**src/sose_pkg.sv**
```systemverilog
`default_nettype none

package sose_pkg;

	// Configuration port
	localparam int CFG_IW = 2;
	localparam int CFG_DW = 24;

	localparam logic [CFG_IW-1:0] REG_LINE_LENGTH = 2'd0;
	localparam logic [CFG_IW-1:0] REG_LINE_COUNT  = 2'd1;
	localparam logic [CFG_IW-1:0] REG_KEY_COLOR   = 2'd2;

	// Field widths
	localparam int PIX_W   = 24;
	localparam int LEN_W   = 13;
	localparam int IDX_W   = 12;
	localparam int START_W = 12;
	localparam int SPAN_W  = 13;
	localparam int SIZE_W  = 13;

	localparam logic [SIZE_W-1:0] SIZE_MAX = '1;

	// Record kinds
	localparam logic REC_SPAN  = 1'b0;
	localparam logic REC_BLOCK = 1'b1;

	typedef struct packed {
		logic               record_type;
		logic [IDX_W-1:0]   line_index;
		logic [START_W-1:0] span_start;
		logic [SPAN_W-1:0]  span_length;
		logic [SIZE_W-1:0]  block_size;
		logic               last;
	} rec_t;

endpackage

`default_nettype wire

```
**src/scanline_opaque_span_extractor_top.sv**
```systemverilog
`default_nettype none

// Opaque span extractor. Pixels come in scan-line order, one per transfer on the
// in_* channel; a pixel is opaque when it differs from key_color. At each line end
// the block issues a span record (first opaque position and length to the last
// opaque pixel, or start 0 and the line length for a blank line), then the block
// record of a run of equal lines that this line closes, then at the image's last
// line the record of the run holding that line; last marks the final record of the
// pixel. The accepted pixel sits in an input register, where the per-pixel compares
// and counter updates run, so one pixel is taken every cycle while no line-end pixel
// waits there. A line end loads its one to three records at once into a three-entry
// result bank that drains one record per output transfer; the next line end waits
// until the bank is empty or its final record leaves, while pixels inside a line keep
// flowing. Short lines let the single output port set the rate: with a line length of
// one every pixel ends a line and waits for the records before it to drain, and a line
// of two pixels whose end issues three records stalls the input. Configuration
// writes take effect at once and are meant for idle periods only; a length or count
// of zero acts as one and one above the parameter acts as the parameter.
module scanline_opaque_span_extractor_top #(
	parameter int MAX_LINE_PIXELS = 4096,
	parameter int MAX_LINES       = 4096
) (
	input  wire                          clk,
	input  wire                          arst_n,
	// configuration
	input  wire                          cfg_we,
	input  wire [sose_pkg::CFG_IW-1:0]   cfg_index,
	input  wire [sose_pkg::CFG_DW-1:0]   cfg_data,
	// pixel channel
	input  wire                          in_valid,
	output logic                         in_stall,
	input  wire [sose_pkg::PIX_W-1:0]    pixel,
	// record channel
	output logic                         out_valid,
	input  wire                          out_stall,
	output logic                         record_type,
	output logic [sose_pkg::IDX_W-1:0]   line_index,
	output logic [sose_pkg::START_W-1:0] span_start,
	output logic [sose_pkg::SPAN_W-1:0]  span_length,
	output logic [sose_pkg::SIZE_W-1:0]  block_size,
	output logic                         last
);
	import sose_pkg::*;

	localparam int PW  = $clog2(MAX_LINE_PIXELS);          // pixel position
	localparam int LW  = PW + 1;                           // span length
	localparam int LCW = (LW > LEN_W) ? LW : LEN_W;        // length compare
	localparam int NW  = (MAX_LINES > 1) ? $clog2(MAX_LINES) : 1; // line number
	localparam int NCW = ((NW + 1) > LEN_W) ? (NW + 1) : LEN_W;   // count compare

	// Registers
	logic [LEN_W-1:0] line_length_q;
	logic [LEN_W-1:0] line_count_q;
	logic [PIX_W-1:0] key_color_q;

	always_ff @(posedge clk or negedge arst_n) begin
		if (!arst_n) begin
			line_length_q <= LEN_W'(4096);
			line_count_q  <= LEN_W'(4096);
			key_color_q   <= '0;
		end else if (cfg_we) begin
			unique case (cfg_index)
				REG_LINE_LENGTH: line_length_q <= cfg_data[LEN_W-1:0];
				REG_LINE_COUNT:  line_count_q  <= cfg_data[LEN_W-1:0];
				REG_KEY_COLOR:   key_color_q   <= cfg_data[PIX_W-1:0];
				default: ;
			endcase
		end
	end

	// Clamp the registers into the working range
	logic [LCW-1:0] len_wide;
	logic [LW-1:0]  len_eff;
	logic [NCW-1:0] cnt_wide;
	logic [NCW-1:0] cnt_eff;

	always_comb begin
		len_wide = LCW'(line_length_q);
		if (len_wide == '0)
			len_wide = LCW'(1);
		else if (len_wide > LCW'(MAX_LINE_PIXELS))
			len_wide = LCW'(MAX_LINE_PIXELS);
		len_eff = LW'(len_wide);

		cnt_eff = NCW'(line_count_q);
		if (cnt_eff == '0)
			cnt_eff = NCW'(1);
		else if (cnt_eff > NCW'(MAX_LINES))
			cnt_eff = NCW'(MAX_LINES);
	end

	// Input register
	logic             vld_s1;
	logic [PIX_W-1:0] pix_s1;
	logic             in_xfer;
	logic             adv;

	// Line and block state
	logic [PW-1:0]     pos_q;
	logic [NW-1:0]     line_q;
	logic              found_q;
	logic [PW-1:0]     first_q;
	logic [PW-1:0]     last_q;
	logic [NW-1:0]     blk_line_q;
	logic [PW-1:0]     blk_start_q;
	logic [LW-1:0]     blk_len_q;
	logic [SIZE_W-1:0] blk_cnt_q;

	// Result bank: entry 0 is on the output
	rec_t     rec_q [3];
	logic [1:0] rem_q;
	logic       out_xfer;
	logic       bank_free;

	assign out_xfer  = out_valid && !out_stall;
	assign bank_free = (rem_q == 2'd0) || ((rem_q == 2'd1) && out_xfer);
	assign in_xfer   = in_valid && !in_stall;

	// Per-pixel work
	logic           opaque;
	logic           found_n;
	logic [PW-1:0]  first_n;
	logic [PW-1:0]  last_n;
	logic [LCW-1:0] pos_inc;
	logic           line_end;
	logic [NCW-1:0] line_inc;
	logic           img_end;
	logic [PW-1:0]  s_val;
	logic [LW-1:0]  l_val;
	logic           merge;
	logic           close;
	logic [NW-1:0]     nb_line;
	logic [PW-1:0]     nb_start;
	logic [LW-1:0]     nb_len;
	logic [SIZE_W-1:0] nb_cnt;
	rec_t           r_span;
	rec_t           r_close;
	rec_t           r_final;
	rec_t           new_rec [3];
	logic [1:0]     new_n;

	always_comb begin
		opaque  = pix_s1 != key_color_q;
		found_n = found_q || opaque;
		first_n = found_q ? first_q : pos_q;
		last_n  = opaque ? pos_q : last_q;

		pos_inc  = LCW'(pos_q) + LCW'(1);
		line_end = pos_inc >= LCW'(len_eff);
		line_inc = NCW'(line_q) + NCW'(1);
		img_end  = line_inc >= cnt_eff;

		if (found_n) begin
			s_val = first_n;
			l_val = LW'(last_n) - LW'(first_n) + LW'(1);
		end else begin
			s_val = '0;
			l_val = len_eff;
		end

		merge = (blk_cnt_q != '0) && (s_val == blk_start_q) && (l_val == blk_len_q);
		close = (blk_cnt_q != '0) && !merge;

		if (merge) begin
			nb_line  = blk_line_q;
			nb_start = blk_start_q;
			nb_len   = blk_len_q;
			nb_cnt   = (blk_cnt_q < SIZE_MAX) ? blk_cnt_q + SIZE_W'(1) : blk_cnt_q;
		end else begin
			nb_line  = line_q;
			nb_start = s_val;
			nb_len   = l_val;
			nb_cnt   = SIZE_W'(1);
		end

		r_span.record_type = REC_SPAN;
		r_span.line_index  = IDX_W'(line_q);
		r_span.span_start  = START_W'(s_val);
		r_span.span_length = SPAN_W'(l_val);
		r_span.block_size  = '0;
		r_span.last        = 1'b0;

		r_close.record_type = REC_BLOCK;
		r_close.line_index  = IDX_W'(blk_line_q);
		r_close.span_start  = START_W'(blk_start_q);
		r_close.span_length = SPAN_W'(blk_len_q);
		r_close.block_size  = blk_cnt_q;
		r_close.last        = 1'b0;

		r_final.record_type = REC_BLOCK;
		r_final.line_index  = IDX_W'(nb_line);
		r_final.span_start  = START_W'(nb_start);
		r_final.span_length = SPAN_W'(nb_len);
		r_final.block_size  = nb_cnt;
		r_final.last        = 1'b0;

		// Pack the records in issue order and mark the final one
		new_rec[0] = r_span;
		new_rec[1] = close ? r_close : r_final;
		new_rec[2] = r_final;
		new_n      = 2'd1 + {1'b0, close} + {1'b0, img_end};
		case (new_n)
			2'd1:    new_rec[0].last = 1'b1;
			2'd2:    new_rec[1].last = 1'b1;
			default: new_rec[2].last = 1'b1;
		endcase
	end

	// Hold a line-end pixel until the bank can take all its records
	assign adv      = vld_s1 && (!line_end || bank_free);
	assign in_stall = vld_s1 && !adv;

	always_ff @(posedge clk or negedge arst_n) begin
		if (!arst_n) begin
			vld_s1 <= 1'b0;
		end else if (in_xfer) begin
			vld_s1 <= 1'b1;
		end else if (adv) begin
			vld_s1 <= 1'b0;
		end
	end

	always_ff @(posedge clk) begin
		if (in_xfer)
			pix_s1 <= pixel;
	end

	always_ff @(posedge clk or negedge arst_n) begin
		if (!arst_n) begin
			pos_q       <= '0;
			line_q      <= '0;
			found_q     <= 1'b0;
			first_q     <= '0;
			last_q      <= '0;
			blk_line_q  <= '0;
			blk_start_q <= '0;
			blk_len_q   <= '0;
			blk_cnt_q   <= '0;
		end else if (adv) begin
			if (!line_end) begin
				pos_q   <= PW'(pos_inc);
				found_q <= found_n;
				first_q <= first_n;
				last_q  <= last_n;
			end else begin
				// close the line, start the next one clean
				pos_q       <= '0;
				found_q     <= 1'b0;
				first_q     <= '0;
				last_q      <= '0;
				blk_line_q  <= nb_line;
				blk_start_q <= nb_start;
				blk_len_q   <= nb_len;
				if (img_end) begin
					blk_cnt_q <= '0;
					line_q    <= '0;
				end else begin
					blk_cnt_q <= nb_cnt;
					line_q    <= NW'(line_inc);
				end
			end
		end
	end

	// Result bank
	always_ff @(posedge clk or negedge arst_n) begin
		if (!arst_n) begin
			rem_q <= 2'd0;
		end else if (adv && line_end) begin
			rem_q <= new_n;
		end else if (out_xfer) begin
			rem_q <= rem_q - 2'd1;
		end
	end

	always_ff @(posedge clk) begin
		if (adv && line_end) begin
			rec_q[0] <= new_rec[0];
			rec_q[1] <= new_rec[1];
			rec_q[2] <= new_rec[2];
		end else if (out_xfer) begin
			// advance the queue by one record
			rec_q[0] <= rec_q[1];
			rec_q[1] <= rec_q[2];
		end
	end

	assign out_valid   = rem_q != 2'd0;
	assign record_type = rec_q[0].record_type;
	assign line_index  = rec_q[0].line_index;
	assign span_start  = rec_q[0].span_start;
	assign span_length = rec_q[0].span_length;
	assign block_size  = rec_q[0].block_size;
	assign last        = rec_q[0].last;

endmodule

`default_nettype wire

```
**config.mk**
```make
export PLATFORM = sky130hd
export DESIGN_NAME = scanline_opaque_span_extractor_top
export DESIGN_NICKNAME = d
export VERILOG_FILES = /design/src/sose_pkg.sv /design/src/scanline_opaque_span_extractor_top.sv
export SDC_FILE = /design/constraint.sdc
export NUM_CORES = 1
export LEC_CHECK = 0
export BUFFER_PORTS_ARGS = -buffer_cell sky130_fd_sc_hd__buf_2
export CAP_MARGIN = 0
export CORE_MARGIN = 4
export CORE_UTILIZATION = 31
export CTS_CLUSTER_DIAMETER = 60
export DETAILED_ROUTE_END_ITERATION = 8
export HOLD_SLACK_MARGIN = 0.05
export SYNTH_ARGS = -nofsm -noshare
export SYNTH_HDL_FRONTEND = slang
export SYNTH_SLANG_ARGS = --single-unit
export TNS_END_PERCENT = 50
```
**constraint.sdc**
```tcl
create_clock -name clk -period 5.8 [get_ports clk]
set_clock_uncertainty 0.1 [all_clocks]
set_input_delay 0.58 -clock clk [delete_from_list [all_inputs] [get_ports clk]]
set_output_delay 0.58 -clock clk [all_outputs]
set_load 0.1 [all_outputs]
```
* After elaboration in Yosys (flattened, before gate mapping)
Memory sizes are Yosys's and may differ from the RTL's.
Cells that the tools add are included.
** Word-level totals
- Word-level logic and storage cells :: 103
- Output and inout port bits :: 54
- Input port bits :: 55
- Bits in writable memories :: 156
- Register bits after elaboration :: 176
- Memories :: 1
** Memories
- rec_q :: depth 3, width 52, read ports 3, clocked after Yosys merged registers in 0, write ports 3, RTL line scanline_opaque_span_extractor_top.sv:110 : rec_t rec_q [3];
** Operators by class
- Muxes and demuxes :: 34
- Bitwise logic cells :: 2
- Eq/ne operators :: 8
- Reductions and logical operators :: 30
- $lt $le $gt $ge :: 5
- $add $sub $neg :: 8
** Operators with widths (count)
- 13-bit 2-to-1 mux :: 9
- 12-bit 2-to-1 mux :: 9
- 52-bit 2-to-1 mux :: 2
- 51-bit 2-to-1 mux :: 1
- 12-bit by 1-bit adder with 13-bit output (second input constant) :: 2
- 13-bit by 1-bit adder with 13-bit output (second input constant) :: 2
- 13-bit greater-or-equal comparator :: 2
- 13-bit greater-than comparator (second input constant) :: 2
- 13-bit logical NOT :: 2
- 24-bit != test :: 1
- 13-bit equality test :: 1
- 13-bit < comparator (second input constant) :: 1
- 13-bit nonzero test :: 1
- 12-bit by 12-bit subtractor with 13-bit output :: 1
- 12-bit equality test :: 1
- 1-bit 2-to-1 mux :: 11
- 1-bit logical AND :: 9
- 2-bit AND reduction :: 4
- 2-bit by 1-bit equality test with 1-bit output (second input constant) :: 3
- 2-bit nonzero test :: 3
- 1-bit logical NOT :: 5
- 2-bit equality test (second input constant) :: 2
- 2-bit logical NOT :: 2
- 2-bit 2-to-1 mux :: 2
- 6 further kinds :: 9

* Depth between registers and ports, before layout
- Word-level depth :: 14
- Depth in mapped cells :: 25
- Gate-level depth less buffers :: 23

* Worst setup path before layout
OpenSTA, ideal clock, no wires.
- Path type :: reg2reg
- From :: register pos_q[0]
- To :: memory rec_q[0][0] (netlist bit), enable pin
- Clock period less this slack :: 6211 ps
- Cell stages (with the launch flop) :: 18
- Library setup time :: 944 ps
- Arrival :: 5167 ps
- Path slack :: -411 ps
- Required time :: 4756 ps
- Buffers on the path :: 4
- Cells stage by stage :: dfrtp_1 > ha_1 > nand3_1 > nor2_1 > and3_1 > clkbuf_1 > nand3_1 > xnor2_1 > ha_1 > a211o_1 > a21oi_1 > a21o_1 > a31oi_1 > o21ai_0 > buf_4 > clkbuf_1 > buf_1 > nand2_1
** RTL lines
- from (decl) :: RTL line scanline_opaque_span_extractor_top.sv:99 : logic [PW-1:0] pos_q;
- from (signal assigned) :: RTL line scanline_opaque_span_extractor_top.sv:241 : pos_q <= PW'(pos_inc);
- to (decl) :: RTL line scanline_opaque_span_extractor_top.sv:110

==> reports/qor.yml <==
min_from: "pixel[2]"
synth_mux_area_frac: 0.0690
htree_num_levels: 2
overflow: 0
ant_nets: 0
coreArea_sq_um: 56500
syn_inst: 1711
areaGrowthSynthToFinish_pct: 14.6
period_needed_ns: 5.52
finalSetupTns_ns: 0
synth_area_sq_um: 17700
path_class: "reg -> reg"
slew-limit-headroom: 0.304
io_pins: 109
finalCritPeriodShare: 0.952
clockBufferDepth: 3
drt-pass1-iter-count: 5
routed_wl_mm: 45.7
cts-root-buf: "clkbuf_16"
cts.sink_count: 330
crit_arrival_ns: 5.74
n_fill_cell: 5574
required_ns: 6.02
vias: 13000
grt_pass1_wl_mm: 71.9
setup_viol: 0
min_path_type: "in -> reg"
path_clk_slew_ns: 0.06
synthSimpleGateAreaFrac: 0.159
diodes: 0
synth_edf_count: 178
clock_insertion_delay_worst_skew_ns: 0.57
route.detailed.drc: 0
synthAdderAreaFrac: 0.0422
synth_seq_area_share: 0.517
routed_via_density: 5.11
syn-num-nets: 1825
die_y_microns: 247
synth_compound_area_frac: 0.116
crit_start: "pix_s1[3]$_DFFE_PP_"
synth_flop_cell: "edfxtp_1"
drtIter0Drc: 1123
rsz0062_at_grt: "no"
layout-drive-gt1-share: 0.193
ys_types: 81
final_hold_viol_count: 0
grt_max_degree: 103
port_buffers: 108
dpl.hpwl_mm: 32.4
yosys_warnings: 0
critPathMaxFanout: 16
antenna_found_initial: 0
ys_seq_elements: 330
die_x_microns: 247
yosysTopAreaCellShare: 0.302
syn_avg_cell_area_sq_um: 10.3
layout.nets: 1873
cts_tree: "built"
rr_startpoint: "pix_s1[3]$_DFFE_PP_"
worst_setup_path_start_kind: "flop"
dieArea_sq_um: 60900
slew_viol_final: 0
gp_congestion: 0.861
end_kind: "flop"
wl_per_cell_microns: 17.9
async_flop_share: 0.461
synth_top_family_by_area: "simple AND/OR/NAND/NOR gates"
synthXorXnorAreaFrac: 0.0330
cts-buffers-inserted: 41
outcome: "finished, final reports clean"
synth_top_area_cell: "edfxtp_1"
max_clock_freq_mhz: 181
grt_pass1_vias: 12800
row_count: 87
drv_cap: 0
start_util: 0.313
synth_area_leaders: "edfxtp_1, dfrtp_1, nand2_1"
grt_use_total: 0.147
worst_pin_slew_ns: 1.04
==> cells in the final DEF (no fill, tap or decap), drive strengths merged, types with 7 or more instances in the layout <==
master and instances:
nand2b 18, o21a 11, o21ai 123, clkbuf 53
inv 86, xnor2 33, or2 8, ha 58
nor4 24, o221ai 8, and4 9, nor3 22
mux2i 26, xor2 31, a21oi 39, edfxtp 178
nor2 109, nand2 240, a32oi 8, nand4 11
nand3 72, mux2 82, or3 14, o31ai 10
nor2b 14, a31oi 46, clkinv 12, o211ai 10
and3 25, a21o 10, dfrtp 150, o22ai 11
buf 155, and2 7
==> per-layer routing <==
layer	share of wire	vias to the layer above	wire length [microns]	track usage
li1	-	6176	-	-
met1	0.45	6406	20500	0.198
met2	0.47	357	21600	0.245
met3	0.052	78	2370	0.0228
met4	0.026	0	1190	0.0467
met5	0	-	0	0
==> timing repair <==
action | 4_1_cts | 5_1_grt
setup endpoints to repair | 0 | 64
hold buffers | 1 | 0
setup buffers | 0 | 5
resized for setup | 0 | 16
hold endpoints to repair | 58 | 0
==> sequential cells by signal (all words and copies together), names as in the netlist, 12 cells and up <==
name / cells
blk_cnt_q: 13
blk_len_q: 13
blk_line_q: 12
blk_start_q: 12
first_q: 12
key_color_q: 24
last_q: 12
line_count_q: 13
line_length_q: 13
line_q: 12
pix_s1: 24
pos_q: 12
rec_q: 154
==> critical path, stage by stage, from the launching register on <==
cell,delay [ns]
edfxtp_1,0.39
xor2_1,0.17
nor4_2,0.38
nand4_2,0.21
nor3_2,0.20
buf_6,0.19
clkinvlp_4,0.14
buf_2,0.20
o21ai_1,0.19
ha_1,0.29
inv_1,0.09
fa_1,0.21
nor2b_1,0.06
o31a_1,0.26
o311a_1,0.33
or3_4,0.39
and4_4,0.21
nor4_4,0.30
o2111a_2,0.35
buf_4,0.27
mux2_2,0.36
==> path summary, 6_finish.rpt <==
path	end	slack [ns]	cells after the start
setup reg to reg	rec_q[1][49]$_DFFE_PP_	0.28	20
setup / recovery	rec_q[1][49]$_DFFE_PP_	0.28	20
hold reg to reg	rec_q[0][42]$_DFFE_PP_	0.41	2
hold / removal	pix_s1[2]$_DFFE_PP_	0.1	1
max in group asynchronous	rem_q[1]$_DFFE_PN0P_	3.92	3
min in group asynchronous	last_q[6]$_DFFE_PN0P_	0.46	2
==> layout make-up <==
type	count	area (sq um)	share of cell area
flip-flops and latches	330	9150	0.451
clock inverters	23	287	0.0141
repair buffers	156	940	0.0464
repair inverters	1	5.00	0.000247
clock buffers	53	1140	0.0564
well taps	756	946	0.0467
inverters	83	315	0.0156
multi-input cells	1146	7480	0.369
==> synthesized netlist by cell type (all sizes together), types with 39 or more instances <==
library cell / instances
nor2: 109
buf: 70
dfrtp: 150
nand3: 72
a31oi: 46
edfxtp: 178
nand2: 240
clkbuf: 82
inv: 82
ha: 58
a21oi: 39
o21ai: 123
mux2: 82
==> per-stage QoR <==
step | util | hold slack [ns] | area, sq um | cells | setup WS, ns
final | 0.359 | 0.0985 | 20300 | 2548 | 0.278
after global routing | 0.359 | 0.0788 | 20300 | 2548 | 0.00469
after CTS | 0.357 | 0.0674 | 20200 | 2542 | 0.0660
after detailed placement | 0.332 | 0.395 | 18800 | 2465 | 0.0648
after global placement | 0.332 | 0.393 | 18800 | 2465 | 0.160
after floorplan | - | 0.184 | 17700 | 1711 | 0.0286
==> kinds of logic after synthesis <==
family                     count (synthesis)
buffers and inverters                    235
AOI/OAI and AO/OA                        325
muxes                                    108
xor gates and xnor gates                  65
and+or+nand+nor                          589
adders and majority gates                 59
DFF                                      330
Power is left out: the tool's default activity adds up to more than one toggle a clock period on the data nets, which glitch-free logic cannot reach.
